==> config.mk <==
export PLATFORM = sky130hd
export DESIGN_NAME = sequence_track_encoder
export DESIGN_NICKNAME = d
export VERILOG_FILES = /design/src/sv/stenc_pkg.sv /design/src/sv/stenc_backoff.sv /design/src/sv/sequence_track_encoder.sv
export SDC_FILE = /design/constraint.sdc
export NUM_CORES = 1
export LEC_CHECK = 0
export BUFFER_PORTS_ARGS = -buffer_cell sky130_fd_sc_hd__buf_4
export CAP_MARGIN = 20
export CORE_MARGIN = 2
export CORE_UTILIZATION = 45
export CTS_BUF_LIST = sky130_fd_sc_hd__clkbuf_8
export DETAILED_ROUTE_END_ITERATION = 6
export PLACE_DENSITY = 0.69
export SLEW_MARGIN = 20
export SYNTH_ARGS = -nofsm -noshare
export SYNTH_HDL_FRONTEND = slang
export SYNTH_HIERARCHICAL = 1
export SYNTH_SLANG_ARGS = --single-unit
==> constraint.sdc <==
create_clock -name clk -period 8.99 [get_ports clk]
set_input_delay 1.798 -clock clk [delete_from_list [all_inputs] [get_ports clk]]
set_output_delay 1.798 -clock clk [all_outputs]
set_load 0.03 [all_outputs]
==> src/sv/stenc_pkg.sv <==
// shared types, byte codes and helper functions for the track encoder
package stenc_pkg;

  localparam int MAX_RES = 32;

  localparam logic [7:0] B_FE = 8'hFE;
  localparam logic [7:0] B_7F = 8'h7F;
  localparam logic [7:0] B_80 = 8'h80;
  localparam logic [7:0] B_FF = 8'hFF;
  localparam logic [7:0] B_2E = 8'h2E;
  localparam logic [7:0] B_2D = 8'h2D;
  localparam logic [7:0] B_2F = 8'h2F;
  localparam logic [7:0] B_00 = 8'h00;

  localparam logic [1:0] REG_LOOP_EN   = 2'd0;
  localparam logic [1:0] REG_LOOP_PT   = 2'd1;
  localparam logic [1:0] REG_SONG_LEN  = 2'd2;

  localparam logic FUNC_EVENT  = 1'b0;
  localparam logic FUNC_FINISH = 1'b1;

  typedef struct packed {
    logic        start;
    logic [31:0] byte_count;
    logic [31:0] resume;
    logic [3:0]  dlen;
    logic [5:0]  olen;
  } bo_cmd_t;

  typedef struct packed {
    logic        done;
    logic [5:0]  pre;
    logic [31:0] back;
  } bo_rsp_t;

  // number of 7-bit groups, at most nine
  function automatic logic [3:0] vlq_groups(input logic [63:0] v);
    logic [3:0] n;
    n = 4'd1;
    for (int k = 1; k < 9; k++) begin
      if ((v >> (7 * k)) != 64'd0) n = 4'(k + 1);
    end
    return n;
  endfunction

  function automatic logic [6:0] vlq_group(input logic [63:0] v, input logic [3:0] i);
    logic [6:0] g;
    g = 7'd0;
    for (int k = 0; k < 9; k++) begin
      if (i == 4'(k)) g = v[7 * k +: 7];
    end
    return g;
  endfunction

  function automatic logic [7:0] ls_byte(input logic [3:0] i);
    logic [7:0] b;
    case (i)
      4'd0:    b = B_FF;
      4'd1:    b = B_2E;
      4'd2:    b = B_00;
      default: b = B_FF;
    endcase
    return b;
  endfunction

  function automatic logic [7:0] tail_byte(input logic [3:0] i, input logic lp,
                                           input logic [31:0] back);
    logic [7:0] b;
    if (!lp) begin
      b = (i == 4'd0) ? B_FF : B_2F;
    end else begin
      case (i)
        4'd0:    b = B_FF;
        4'd1:    b = B_2D;
        4'd2:    b = B_FF;
        4'd3:    b = B_FF;
        4'd4:    b = back[31:24];
        4'd5:    b = back[23:16];
        4'd6:    b = back[15:8];
        4'd7:    b = back[7:0];
        4'd8:    b = B_00;
        4'd9:    b = B_FF;
        default: b = B_2F;
      endcase
    end
    return b;
  endfunction

endpackage

==> src/sv/stenc_backoff.sv <==
// iterative back offset unit: finds the number of delta prefixes that keeps 0xFE out, up to a limit
module stenc_backoff (
  input  logic              clk,
  input  logic              rst,
  input  stenc_pkg::bo_cmd_t cmd,
  output stenc_pkg::bo_rsp_t rsp
);
  import stenc_pkg::*;

  localparam logic [1:0] U_IDLE = 2'd0;
  localparam logic [1:0] U_ADD  = 2'd1;
  localparam logic [1:0] U_CHK  = 2'd2;

  logic [1:0]        phase;
  logic [31:0]       acc;
  logic [5:0]        pre;
  logic signed [7:0] maxpre;
  logic [3:0]        dlen;
  logic              done;
  logic              has_fe;

  assign has_fe = (acc[31:24] == B_FE) || (acc[23:16] == B_FE) ||
                  (acc[15:8] == B_FE) || (acc[7:0] == B_FE);

  always_ff @(posedge clk) begin
    if (rst) begin
      phase <= U_IDLE;
      done  <= 1'b0;
    end else begin
      done <= 1'b0;
      unique case (phase)
        U_IDLE: begin
          if (cmd.start) begin
            acc    <= cmd.byte_count - cmd.resume;
            pre    <= 6'd0;
            dlen   <= cmd.dlen;
            maxpre <= $signed(8'd21) - $signed({2'b00, cmd.olen}) -
                      $signed({4'b0000, cmd.dlen});
            phase  <= U_ADD;
          end
        end
        U_ADD: begin
          acc   <= acc + 32'(dlen) + 32'd8;
          phase <= U_CHK;
        end
        U_CHK: begin
          if (has_fe && ($signed({2'b00, pre}) < maxpre)) begin
            acc <= acc + 32'd1;
            pre <= pre + 6'd1;
          end else begin
            done  <= 1'b1;
            phase <= U_IDLE;
          end
        end
        default: phase <= U_IDLE;
      endcase
    end
  end

  assign rsp.done = done;
  assign rsp.pre  = pre;
  assign rsp.back = acc;

endmodule

==> src/sv/sequence_track_encoder.sv <==
// top level of the track encoder: config registers, byte sequencer and output stage
//
// Encodes one track's events into a byte stream, one byte per cycle at most. An event
// item is taken in S_IDLE and decoded in S_DEC, then emits its bytes one by one (delta
// groups, loop-start marker, message bytes with 0xFE doubled) and hands over its last
// byte in S_FLUSH; each byte can be held by a stalled output. A finish item also sets
// up the end delta in S_ELD; with looping it then waits in S_BO1 and S_SCAN while the
// back offset unit tries 0x80 prefixes.
// The byte sequencer handles one item at a time, so in_ready is high only when it is
// idle; results are held in an output register while the next byte is prepared.
module sequence_track_encoder #(
  parameter int TICK_BITS     = 32,
  parameter int MAX_MSG_BYTES = 8
) (
  input  logic        clk,
  input  logic        rst,
  input  logic        cfg_valid,
  output logic        cfg_ready,
  input  logic [1:0]  cfg_addr,
  input  logic [31:0] cfg_data,
  input  logic        in_valid,
  output logic        in_ready,
  input  logic        func,
  input  logic [31:0] tick,
  input  logic [1:0]  order,
  input  logic [3:0]  msg_len,
  input  logic [7:0]  msg_b0,
  input  logic [7:0]  msg_b1,
  input  logic [7:0]  msg_b2,
  input  logic [7:0]  msg_b3,
  input  logic [7:0]  msg_b4,
  input  logic [7:0]  msg_b5,
  input  logic [7:0]  msg_b6,
  input  logic [7:0]  msg_b7,
  output logic        out_valid,
  input  logic        out_ready,
  output logic [7:0]  out_byte,
  output logic        run_last
);
  import stenc_pkg::*;

  localparam int TW = TICK_BITS;
  localparam int MW = MAX_MSG_BYTES;
  localparam int IW = $clog2(MAX_MSG_BYTES);

  localparam logic [3:0] S_IDLE  = 4'd0;
  localparam logic [3:0] S_DEC   = 4'd1;
  localparam logic [3:0] S_LSV   = 4'd2;
  localparam logic [3:0] S_LSM   = 4'd3;
  localparam logic [3:0] S_EV    = 4'd4;
  localparam logic [3:0] S_MSG   = 4'd5;
  localparam logic [3:0] S_ELD   = 4'd6;
  localparam logic [3:0] S_BO1   = 4'd7;
  localparam logic [3:0] S_SCAN  = 4'd8;
  localparam logic [3:0] S_PRE   = 4'd9;
  localparam logic [3:0] S_EDV   = 4'd10;
  localparam logic [3:0] S_TAIL  = 4'd11;
  localparam logic [3:0] S_FLUSH = 4'd12;

  logic [3:0]    st;
  logic          loop_en;
  logic [31:0]   loop_pt;
  logic [31:0]   song_len;

  logic          is_fin;
  logic [TW-1:0] c_tick;
  logic [1:0]    c_ord;
  logic [3:0]    c_n;
  logic [7:0]    c_msg [MW];
  logic [7:0]    in_bytes [8];

  logic [TW-1:0] prev_tick;
  logic [31:0]   byte_count;
  logic [31:0]   resume_offset;
  logic          marker_done;
  logic          past_end;

  logic [TW-1:0] vlq_val;
  logic          vlq_first;
  logic [3:0]    vlq_idx;
  logic [3:0]    cnt;
  logic [IW-1:0] msg_idx;
  logic          dbl;
  logic [5:0]    pre_left;
  logic [5:0]    olen;
  logic          pend_valid;
  logic [7:0]    pend_byte;

  bo_cmd_t       bo_cmd;
  bo_rsp_t       bo_rsp;

  logic [TW-1:0] lp_m;
  logic [TW-1:0] len_m;
  logic [TW-1:0] eff_lp;
  logic [TW-1:0] tgt;
  logic [TW-1:0] delta;
  logic          need_ls;
  logic          drop;
  logic [3:0]    cur_idx;
  logic [7:0]    vbyte;
  logic          vdone;
  logic [7:0]    mb;
  logic          msg_last;
  logic [3:0]    tail_last;
  logic [7:0]    gen_byte;
  logic          gen_on;
  logic          out_free;
  logic          fire;
  logic          out_load;

  assign in_bytes[0] = msg_b0;
  assign in_bytes[1] = msg_b1;
  assign in_bytes[2] = msg_b2;
  assign in_bytes[3] = msg_b3;
  assign in_bytes[4] = msg_b4;
  assign in_bytes[5] = msg_b5;
  assign in_bytes[6] = msg_b6;
  assign in_bytes[7] = msg_b7;

  assign cfg_ready = 1'b1;
  assign in_ready  = (st == S_IDLE);

  assign lp_m   = TW'(loop_pt);
  assign len_m  = TW'(song_len);
  assign eff_lp = (lp_m > len_m) ? len_m : lp_m;

  assign need_ls = loop_en && !marker_done &&
                   (is_fin || (c_tick > eff_lp) || ((c_tick == eff_lp) && c_ord[1]));
  assign drop    = !is_fin && (past_end || (c_tick >= len_m));

  always_comb begin
    case (st)
      S_DEC:   tgt = need_ls ? eff_lp : c_tick;
      S_ELD:   tgt = len_m;
      default: tgt = c_tick;
    endcase
  end
  assign delta = (tgt >= prev_tick) ? (tgt - prev_tick) : '0;

  assign cur_idx = vlq_first ? (vlq_groups(64'(vlq_val)) - 4'd1) : vlq_idx;
  assign vbyte   = {(cur_idx != 4'd0), vlq_group(64'(vlq_val), cur_idx)};
  assign vdone   = (cur_idx == 4'd0);

  assign mb        = c_msg[msg_idx];
  assign msg_last  = (msg_idx == IW'(c_n - 4'd1));
  assign tail_last = loop_en ? 4'd10 : 4'd1;

  always_comb begin
    gen_on   = 1'b1;
    case (st)
      S_LSV, S_EV, S_EDV: gen_byte = vbyte;
      S_LSM:              gen_byte = ls_byte(cnt);
      S_MSG:              gen_byte = dbl ? B_FE : mb;
      S_PRE:              gen_byte = B_80;
      S_TAIL:             gen_byte = tail_byte(cnt, loop_en, bo_rsp.back);
      default: begin
        gen_byte = B_00;
        gen_on   = 1'b0;
      end
    endcase
  end

  assign out_free = !out_valid || out_ready;
  assign fire     = gen_on && (!pend_valid || out_free);
  assign out_load = (fire && pend_valid) || ((st == S_FLUSH) && out_free);

  assign bo_cmd.start      = (st == S_BO1);
  assign bo_cmd.byte_count = byte_count;
  assign bo_cmd.resume     = resume_offset;
  assign bo_cmd.dlen       = vlq_groups(64'(vlq_val));
  assign bo_cmd.olen       = olen;

  stenc_backoff u_backoff (
    .clk (clk),
    .rst (rst),
    .cmd (bo_cmd),
    .rsp (bo_rsp)
  );

  always_ff @(posedge clk) begin
    if (rst) begin
      st            <= S_IDLE;
      loop_en       <= 1'b0;
      loop_pt       <= 32'd0;
      song_len      <= 32'd0;
      prev_tick     <= '0;
      byte_count    <= 32'd0;
      resume_offset <= 32'd0;
      marker_done   <= 1'b0;
      past_end      <= 1'b0;
      olen          <= 6'd0;
      pend_valid    <= 1'b0;
      out_valid     <= 1'b0;
      run_last      <= 1'b0;
    end else begin
      if (cfg_valid) begin
        unique case (cfg_addr)
          REG_LOOP_EN:  loop_en  <= cfg_data[0];
          REG_LOOP_PT:  loop_pt  <= cfg_data;
          REG_SONG_LEN: song_len <= cfg_data;
          default: ;
        endcase
      end

      if (out_ready && !out_load) out_valid <= 1'b0;

      if (fire) begin
        olen       <= olen + 6'd1;
        byte_count <= byte_count + 32'd1;
        pend_byte  <= gen_byte;
        pend_valid <= 1'b1;
        if (pend_valid) begin
          out_valid <= 1'b1;
          out_byte  <= pend_byte;
          run_last  <= 1'b0;
        end
      end

      unique case (st)
        S_IDLE: begin
          if (in_valid) begin
            is_fin <= (func == FUNC_FINISH);
            c_tick <= TW'(tick);
            c_ord  <= order;
            c_n    <= (msg_len > 4'(MW)) ? 4'(MW) : msg_len;
            for (int i = 0; i < MW; i++) c_msg[i] <= in_bytes[i];
            st     <= S_DEC;
          end
        end
        S_DEC: begin
          olen <= 6'd0;
          if (drop) begin
            past_end <= 1'b1;
            st       <= S_IDLE;
          end else if (need_ls) begin
            vlq_val     <= delta;
            vlq_first   <= 1'b1;
            prev_tick   <= eff_lp;
            marker_done <= 1'b1;
            st          <= S_LSV;
          end else if (is_fin) begin
            st <= S_ELD;
          end else begin
            vlq_val   <= delta;
            vlq_first <= 1'b1;
            prev_tick <= c_tick;
            st        <= S_EV;
          end
        end
        S_LSV, S_EV, S_EDV: begin
          if (fire) begin
            vlq_first <= 1'b0;
            vlq_idx   <= cur_idx - 4'd1;
            if (vdone) begin
              cnt     <= 4'd0;
              msg_idx <= '0;
              dbl     <= 1'b0;
              if (st == S_LSV) st <= S_LSM;
              else if (st == S_EDV) st <= S_TAIL;
              else st <= (c_n == 4'd0) ? S_FLUSH : S_MSG;
            end
          end
        end
        S_LSM: begin
          if (fire) begin
            cnt <= cnt + 4'd1;
            if (cnt == 4'd3) begin
              resume_offset <= byte_count + 32'd1;
              if (is_fin) begin
                st <= S_ELD;
              end else begin
                vlq_val   <= delta;
                vlq_first <= 1'b1;
                prev_tick <= c_tick;
                st        <= S_EV;
              end
            end
          end
        end
        S_MSG: begin
          if (fire) begin
            if ((mb == B_FE) && !dbl) begin
              dbl <= 1'b1;
            end else begin
              dbl <= 1'b0;
              if (msg_last) st <= S_FLUSH;
              else msg_idx <= msg_idx + IW'(1);
            end
          end
        end
        S_ELD: begin
          vlq_val   <= delta;
          vlq_first <= 1'b1;
          st        <= loop_en ? S_BO1 : S_EDV;
        end
        S_BO1: st <= S_SCAN;
        S_SCAN: begin
          if (bo_rsp.done) begin
            pre_left <= bo_rsp.pre;
            st       <= (bo_rsp.pre != 6'd0) ? S_PRE : S_EDV;
          end
        end
        S_PRE: begin
          if (fire) begin
            pre_left <= pre_left - 6'd1;
            if (pre_left == 6'd1) st <= S_EDV;
          end
        end
        S_TAIL: begin
          if (fire) begin
            cnt <= cnt + 4'd1;
            if (cnt == tail_last) st <= S_FLUSH;
          end
        end
        S_FLUSH: begin
          if (out_free) begin
            out_valid  <= 1'b1;
            out_byte   <= pend_byte;
            run_last   <= 1'b1;
            pend_valid <= 1'b0;
            st         <= S_IDLE;
            if (is_fin) begin
              prev_tick     <= '0;
              byte_count    <= 32'd0;
              resume_offset <= 32'd0;
              marker_done   <= 1'b0;
              past_end      <= 1'b0;
            end
          end
        end
        default: st <= S_IDLE;
      endcase
    end
  end

  a_idle_empty: assert property (@(posedge clk) disable iff (rst)
    (st == S_IDLE) |-> !pend_valid) else $error("byte left pending while idle");

  a_cap: assert property (@(posedge clk) disable iff (rst)
    olen <= 6'(MAX_RES)) else $error("result count over limit");

  a_bo_done: assert property (@(posedge clk) disable iff (rst)
    bo_rsp.done |-> (st == S_SCAN)) else $error("back offset done outside scan");

  a_flush_pend: assert property (@(posedge clk) disable iff (rst)
    (st == S_FLUSH) |-> pend_valid) else $error("flush without pending byte");

endmodule

==> results.py <==
metrics = {
    "timing": {
        "worst_pin_slew_ns": 1.00,
        "setup_ws_ns": 0.434,
        "fin_skew_ns": 0.0530,
        "hold_viol_final": 0,
        "clock.fmax_mhz": 117,
        "finalSetupViolCount": 0,
        "slew_violations": 0,
        "max-slew-margin-rel": 0.332,
        "finalCritPeriodShare": 0.952,
        "setup_tns_ns": 0,
        "min_period_ns": 8.56,
        "rsz0062_at_grt": "no",
    },
    "synth": {
        "async_flop_share": 0,
        "syn_area_per_cell_sq_um": 8.92,
        "netlist_top_cells_count": "427 x nand2_1, 263 x a21oi_1, 224 x nor2_1",
        "synth_area_sq_um": 26100,
        "ys_warn_count": 6,
        "synth_edf_count": 219,
        "yosysTopAreaCellShare": 0.252,
        "syn_inst": 2928,
        "yosys_most_used_dff": "edfxtp_1",
        "synth-seq-cells": 401,
        "synth.largest_area_cell": "edfxtp_1",
        "synthTopCellsByArea": "edfxtp_1 25%, dfxtp_1 14%, ha_1 9.5%",
        "synth_cell_types": 88,
        "synthMostInstantiatedCell": "nand2_1",
        "ys_seq_area_frac": 0.392,
    },
    "clock_network": {
        "cts.path.max_buffers": 3,
        "htreeDepth": 3,
        "path_clk_slew_ns": 0.06,
        "cts_buffers": 72,
        "hold_buffers": 0,
        "clock_latency_ns": 0.69,
        "cts_root_buffer": "clkbuf_8",
        "cts_tree": "done",
        "cts.sinks": 401,
    },
    "die": {
        "die_width_um": 245,
        "dieHeight_um": 245,
        "fp.coreArea_sq_um": 57500,
        "start_util": 0.454,
        "fp-row-count": 88,
        "dieArea_sq_um": 60000,
        "io_pins": 154,
    },
    "critical_path": {
        "cp-start-kind": "flop",
        "crit_slowest_cell": "or4_4",
        "crit_family": "compound AO/OA/AOI/OAI gates",
        "critPathMaxStageDelay_ns": 0.58,
        "cp.required_ns": 9.40,
        "ff2ff_setup_slack_ns": 0.43,
        "r2r_cells": 33,
        "regToRegEndpoint": "vlq_val[17]$_DFFE_PP_",
        "worstSetupEndpointType": "flop",
        "path_buf_inv": 4,
        "crit_arrival_ns": 8.97,
        "r2r_start": "len_m[27]$_SDFFE_PP0P_",
        "cp_max_fo": 21,
        "worstSetupPathType": "flop to flop",
    },
    "power_and_ir_drop": {
        "p_leak_nw": 11.4,
        "vdd_drop_max_mv": 0.167,
        "powerDensity_nw_per_um2": 195,
    },
    "place": {
        "place_inst": 3764,
        "io_buffers": 151,
        "hpwl_um": 54400,
        "place_area_sq_um": 28100,
        "pre_cts_slack_ns": 0.302,
        "gp_congestion": 0.951,
    },
    "flow_run": {
        "max-cap-violations": 0,
    },
    "outcome": {
        "outcome": "finished, final reports clean",
    },
    "layout": {
        "fin_cells": 3897,
        "nNetsFinal": 3419,
        "fin_util": 0.515,
        "drive_gt1_frac": 0.133,
        "nFillCells": 5290,
        "post-route-cell-area_sq_um": 29600,
        "area_growth_pct": 13.4,
    },
    "worst_hold_path": {
        "hp-start": "resume_offset[20]$_SDFFE_PP0P_",
        "min_path_type": "flop to flop",
        "whs_path_depth": 2,
        "hold_end": "resume_offset[20]$_SDFFE_PP0P_",
    },
    "routing": {
        "wl_per_cell_um": 18.8,
        "dr_wl_met3_um": 3820,
        "drt-initial-drc-count": 1919,
        "drc": 0,
        "dr_wl_met2_um": 35600,
        "num_vias": 22534,
        "maxUsedRoutingLayer": "met4",
        "vias_per_cell": 5.78,
        "finalWirelength_um": 73100,
        "wl_met1_um": 30700,
        "drt_pass1_iterations": 6,
        "ant_nets": 0,
    },
    "global_route": {
        "grt_pass1_wl_um": 116000,
        "antenna_found_initial": 2,
        "grt_use_total": 0.241,
        "grt_max_degree": 69,
        "grt_pass1_vias": 21942,
        "overflow": 0,
    },
}
==> cells by family (layout without fill, tap and decap cells) <==
kind of cell	Yosys count	count (layout)	synth area share
compound gates	772	773	0.196
xor+xnor	160	160	0.0537
fa+ha+maj	203	203	0.0984
buf+inv	343	544	0.0526
flops	401	401	0.392
mux	79	79	0.0390
other cells	2	4	0.000288
simple gates	968	968	0.168
==> cells in the final DEF (no fill, tap or decap), types with 86 or more instances in the layout <==
cell type  count
dfxtp_1      181
nor2_1       222
inv_1        224
clkbuf_8      86
nand2_1      427
edfxtp_1     219
o21ai_0      145
buf_4        214
ha_1         198
a21oi_1      263
==> routing by layer <==
metal	up-vias	GRT usage
met4	0	0.110
met3	185	0.0347
met1	10763	0.302
li1	10879	-
met2	707	0.410
met5	-	0
==> tightest hold or removal path, delay by kind of cell (launching register included) <==
| kind | cells | cell delay, ns |
|---|---|---|
| AO/OA/AOI/OAI | 1 | 0.05 |
| flip-flops | 1 | 0.31 |
| AND/OR/NAND/NOR | 1 | 0.05 |
==> report_power, final <==
part	total [mW]	internal (mW)	switching (mW)
Combinational	1.75	0.691	1.06
Clock	1.70	0.921	0.780
Sequential	2.33	2.17	0.162
==> metrics by stage <==
step	power [mW]	hold WS [ns]
finish	5.78	0.454
global route	6.10	0.490
CTS	5.78	0.454
detailed placement	4.07	0.447
global placement	4.02	0.442
floorplan	3.52	0.425
==> state kept, by name (all words and copies together), names as in the netlist, 6 cells and up, named ones only <==
signal / cells
u_backoff/acc: 32
olen: 6
prev_tick: 32
c_msg: 64
vlq_val: 32
pre_left: 6
u_backoff/maxpre: 8
out_byte: 8
u_backoff/pre: 6
len_m: 32
c_tick: 32
byte_count: 32
resume_offset: 32
loop_pt: 32
pend_byte: 8
==> area by class of cell <==
cell class,count,area (sq um),area share
clock inverter,44,231,0.00782
tap,765,957,0.0323
multi-input combinational,2186,14600,0.493
timing repair buffer,217,1670,0.0563
inverter,197,739,0.0250
antenna,1,2.50,0.0000845
sequential,401,10200,0.345
clock buffer,86,1180,0.0400
==> worst max-delay path by stage <==
stage	from	end	slack [ns]	cells after the start
4_1_cts	len_m[18]$_SDFFE_PP0P_	vlq_val[17]$_DFFE_PP_	0.25	31
5_1_grt	len_m[27]$_SDFFE_PP0P_	vlq_val[31]$_DFFE_PP_	0.04	33
6_report	len_m[27]$_SDFFE_PP0P_	vlq_val[17]$_DFFE_PP_	0.43	33
3_5_place_dp	len_m[18]$_SDFFE_PP0P_	vlq_val[17]$_DFFE_PP_	0.30	31
2_1_floorplan	len_m[14]$_SDFFE_PP0P_	vlq_val[0]$_DFFE_PP_	1.55	32
3_3_place_gp	len_m[18]$_SDFFE_PP0P_	vlq_val[0]$_DFFE_PP_	0.42	31
==> repair_timing <==
action                     in CTS  in global routing
setup buffers                   0                  1
setup endpoints to repair       0                 29
resized for setup               0                  3
Power figures use the tool's default switching activity.
